`config.mk`:
```
export PLATFORM = sky130hd
export DESIGN_NAME = obi_cordic_step
export DESIGN_NICKNAME = d
export VERILOG_FILES = /design/src/hdl/obi_pkg.sv /design/src/hdl/obi_cordic_step.sv
export SDC_FILE = /design/constraint.sdc
export NUM_CORES = 1
export LEC_CHECK = 0
export ABC_AREA = 0
export BUFFER_PORTS_ARGS = -buffer_cell sky130_fd_sc_hd__clkbuf_2
export CORE_MARGIN = 2
export CORE_UTILIZATION = 38
export DETAILED_ROUTE_END_ITERATION = 10
export GPL_TIMING_DRIVEN = 0
export PLACE_DENSITY = 0.59
export SLEW_MARGIN = 20
export SYNTH_ARGS = -nofsm -noshare
export SYNTH_HDL_FRONTEND = slang
export SYNTH_SLANG_ARGS = --single-unit
```
`constraint.sdc`:
```
create_clock -name clk -period 3.4 [get_ports clk]
set_input_delay 0.34 -clock clk [delete_from_list [all_inputs] [get_ports clk]]
set_output_delay 0.34 -clock clk [all_outputs]
set_load 0.03 [all_outputs]
```
`src/hdl/obi_pkg.sv`:
```
// ----------------------------------------------------------------------------
// obi_pkg
// shared constants, types and the cordic arctangent table for the
// orientation bin interpolator
// ----------------------------------------------------------------------------
package obi_pkg;

  // histogram geometry
  localparam int NUM_BINS     = 9;
  localparam int BIN_IDX_BITS = 4;

  // cordic angle format: signed, units of pi / 2^ANG_FRAC_BITS
  localparam int ANG_FRAC_BITS     = 20;
  localparam int ANGLE_BITS        = 22;
  localparam int CORDIC_STEPS      = 20;
  localparam int PRESCALE_BITS     = 24;
  localparam int CORDIC_GUARD_BITS = 2;

  // orientation as a fraction of pi and the blend fraction
  localparam int FRAC_BITS = 16;

  typedef logic signed [ANGLE_BITS-1:0] angle_t;
  typedef logic [BIN_IDX_BITS-1:0]      bin_idx_t;
  typedef logic [FRAC_BITS-1:0]         frac_t;

  // 1.0 in blend fraction units
  localparam logic [FRAC_BITS:0] FRAC_ONE = {1'b1, {FRAC_BITS{1'b0}}};

  // atan(2^-i) in units of pi / 2^20, rounded to nearest
  localparam angle_t ATAN_TAB [CORDIC_STEPS] = '{
    angle_t'(262144), angle_t'(154753), angle_t'(81767), angle_t'(41506),
    angle_t'(20834),  angle_t'(10427),  angle_t'(5215),  angle_t'(2608),
    angle_t'(1304),   angle_t'(652),    angle_t'(326),   angle_t'(163),
    angle_t'(81),     angle_t'(41),     angle_t'(20),    angle_t'(10),
    angle_t'(5),      angle_t'(3),      angle_t'(1),     angle_t'(1)
  };

endpackage

```
`src/hdl/obi_cordic_step.sv`:
```
// ----------------------------------------------------------------------------
// obi_cordic_step
// one registered vectoring iteration of the cordic angle unit
// ----------------------------------------------------------------------------
module obi_cordic_step #(
  parameter int DATA_BITS = 43,
  parameter int STEP      = 0
) (
  input  logic                        clk,
  input  logic                        en,
  input  logic signed [DATA_BITS-1:0] cx_in,
  input  logic signed [DATA_BITS-1:0] cy_in,
  input  obi_pkg::angle_t             z_in,
  output logic signed [DATA_BITS-1:0] cx_out,
  output logic signed [DATA_BITS-1:0] cy_out,
  output obi_pkg::angle_t             z_out
);
  import obi_pkg::*;

  logic signed [DATA_BITS-1:0] dx;
  logic signed [DATA_BITS-1:0] dy;
  logic                        rot_pos;

  // floor shifts of the old values
  assign dx      = cy_in >>> STEP;
  assign dy      = cx_in >>> STEP;
  assign rot_pos = (cy_in > 0);

  always_ff @(posedge clk) begin
    if (en) begin
      if (rot_pos) begin
        cx_out <= cx_in + dx;
        cy_out <= cy_in - dy;
        z_out  <= z_in + ATAN_TAB[STEP];
      end else begin
        cx_out <= cx_in - dx;
        cy_out <= cy_in + dy;
        z_out  <= z_in - ATAN_TAB[STEP];
      end
    end
  end

endmodule

```
==> metrics <==
routing usage on met1 41.6%; die area between 30000 and 40000 sq um; Worst setup SP type input port; DRC Markers 0; P_int 3130 uW; HP Start z_in[9]; port bufs 217; Most Crowded Layer GR met2; synth warn 0; Crit-path slowest cell o31ai_1; Netlist cell types 78; Commonest cells post-synth a21oi_1 (177), ha_1 (142), inv_1 (123); Core Region 29600 sq um; Net Count, Synth 1609; area leader, netlist edfxtp_1; GR Util met3 5.22%; area growth from synthesis to layout 18.1%; crit path DAT between 3000 and 4000 ps; Syn Inst Count around 1.4k; Worst setup EP type register; post-synth top area share about 28%; DP Area 13000 sq um; Post-synth top flop edfxtp_1; cell area after synthesis 11400 sq um; CTS tree yes; clock root cell clkbuf_16; Via Count 11.3k; initial antenna violation count 0; Initial Utilization 38.4%; Initial DRC Count 1000; routability cong. 0.968; FMAX 296 MHz; CP Launch Point cy_in[12]; H-tree lvl count 3; Comb pwr share 45.7%; Layout fillers just over 3k; critical path's most frequent cell o31ai_1; Pleak 0.00590 uW; largest net degree at the start of global routing 73; RSZ-0062 raised after global routing true; status complete, no violations; CP top delay family compound AO/OA/AOI/OAI gates; final hold vios 0; clock tree buffer depth 2; Die Ht ~180 um; Critical Path Fanout Max 5; clock power share 21.6%; maxcap violations 0; die width approximately 180 um; vias in the first global route 10.9k; crit path cell chain clkbuf_2 > ha_1 > inv_1 > a21oi_1 > o31ai_1 > o2111ai_1 > o211ai_2 > nand3_1 > o31ai_1 > mux2i_1 > xor2_1; fin util between 40% and 50%; maximum VDD drop 0.236 mV; syn avg cell area 8.39 sq um; Worst Path Required 3500 ps; placed insts ~2.0k; kind of critical path input port to register; Antenna diodes 0; most frequent cell after synthesis a21oi_1; DR vias/cell 5.73; sequential cell area fraction in the yosys report 28.3%; Max-slew headroom 30.8%; setup TNS 0 ps; first-pass GRT wire length 67500 um; M2 GR Usage 44.0%; sw frac 42.3%; CTS Sinks 107; Post-synth EDFFs 107; Period minus WS final 3380 ps; Flop pwr share 32.7%; final instance area ~13000 sq um; Final ANT Viol Nets 0; pwr dens 405 nW/um^2; Yosys reg bits 107; fin cells 1976; crit-path max cell delay 680 ps; Slew Viols, Final 0; Tot GR Track Use 28.9%; # rows 63; First-pass DRT Iterations 7; num ports around 220; main area contributors after synthesis edfxtp_1 (28%), ha_1 (16%), a21oi_1 (7.8%), xnor2_1 (5.6%), inv_1 (4.1%); post-DP HPWL 37400 um; TritonCTS buffer count 9; fraction of registers with async set/reset 0%; worst-margin pin slew 1040 ps; min-delay worst type input port to register; total grt overflow 0; Buf/Inv on CP 2; wire per inst between 20 and 25 um; final net count 1837; fin crit share roughly 99%; CTS Hold Bufs 0; Final setup viols 0; layout cell share with drive strength beyond 1 18.9%; switching pwr between 2000 and 2500 uW; Clock Pin Slew Worst Setup and Hold Paths 70 ps; total detailed-routing wirelength 45900 um
[sequential cells by signal (all words and copies together), names as in the netlist]
register and cells:
z_out 22, cy_out 42, cx_out 43
[final timing paths]
kind                         end  slack, ps  cells after the start
worst max-delay path  cx_out[35]         20                     11
worst min-delay path    z_out[9]        140                      1
[routing by layer]
metal	part of all wire [%]	wire length, um	vias to the layer above
li1	-	-	5334
met1	47	21400	5420
met2	43	19800	498
met3	7.8	3570	75
met4	2.5	1140	0
met5	0	0	-
[stage by stage]
stage	setup slack [ps]	power, uW	hold WS, ps
2_1_floorplan	623	3400	439
3_3_place_gp	-1480	4220	517
3_5_place_dp	-1480	4220	519
4_1_cts	13.4	5410	136
5_1_grt	-26.9	5680	133
6_report	20.5	5430	143
[placed cells by master (no fill, tap or decap), types with 32 or more instances in the layout]
master    instances
a21oi_1         174
inv_1           123
xnor2_1          73
o21ai_0          88
a21o_1           32
edfxtp_1        107
ha_1            142
clkbuf_2        221
nor2_1          107
nand2_1          91
[repair_timing]
action / 4_1_cts / 5_1_grt
resized for setup: 18 / 18
setup endpoints to repair: 52 / 21
pin swaps: 0 / 2
buffers inserted: 0 / 0
[cells by family (layout without fill, tap and decap cells)]
| logic type | count (synthesis) | after routing | synth area share, % |
|---|---|---|---|
| XOR/XNOR | 86 | 86 | 6.63 |
| multiplexers | 11 | 11 | 0.970 |
| buffers and inverters | 185 | 418 | 6.49 |
| AO/OA/AOI/OAI | 466 | 466 | 26.3 |
| AND/OR/NAND/NOR | 352 | 352 | 14.9 |
| flip-flops | 107 | 107 | 28.3 |
| adder cells (fa/ha/maj) | 146 | 146 | 16.4 |
[area by class of cell]
class / instances / area [sq um] / share of cell area [%]
Multi-Input combinational cell: 1061 / 7510 / 56.0
Tap cell: 390 / 488 / 3.64
Sequential cell: 107 / 3210 / 24.0
Clock buffer: 10 / 229 / 1.71
Timing Repair Buffer: 218 / 1120 / 8.37
Buffer: 56 / 284 / 2.12
Inverter: 128 / 480 / 3.58
Clock inverter: 6 / 85.1 / 0.634
[power groups by stage]
stage | Clock (uW) | Sequential (uW) | Combinational, uW
6_report | 1170 | 1780 | 2480
4_1_cts | 1200 | 1780 | 2430
5_1_grt | 1220 | 1800 | 2660
3_3_place_gp | 0 | 1810 | 2410
3_5_place_dp | 0 | 1810 | 2410
2_1_floorplan | 0 | 2230 | 1160
Power figures use the tool's default switching activity.
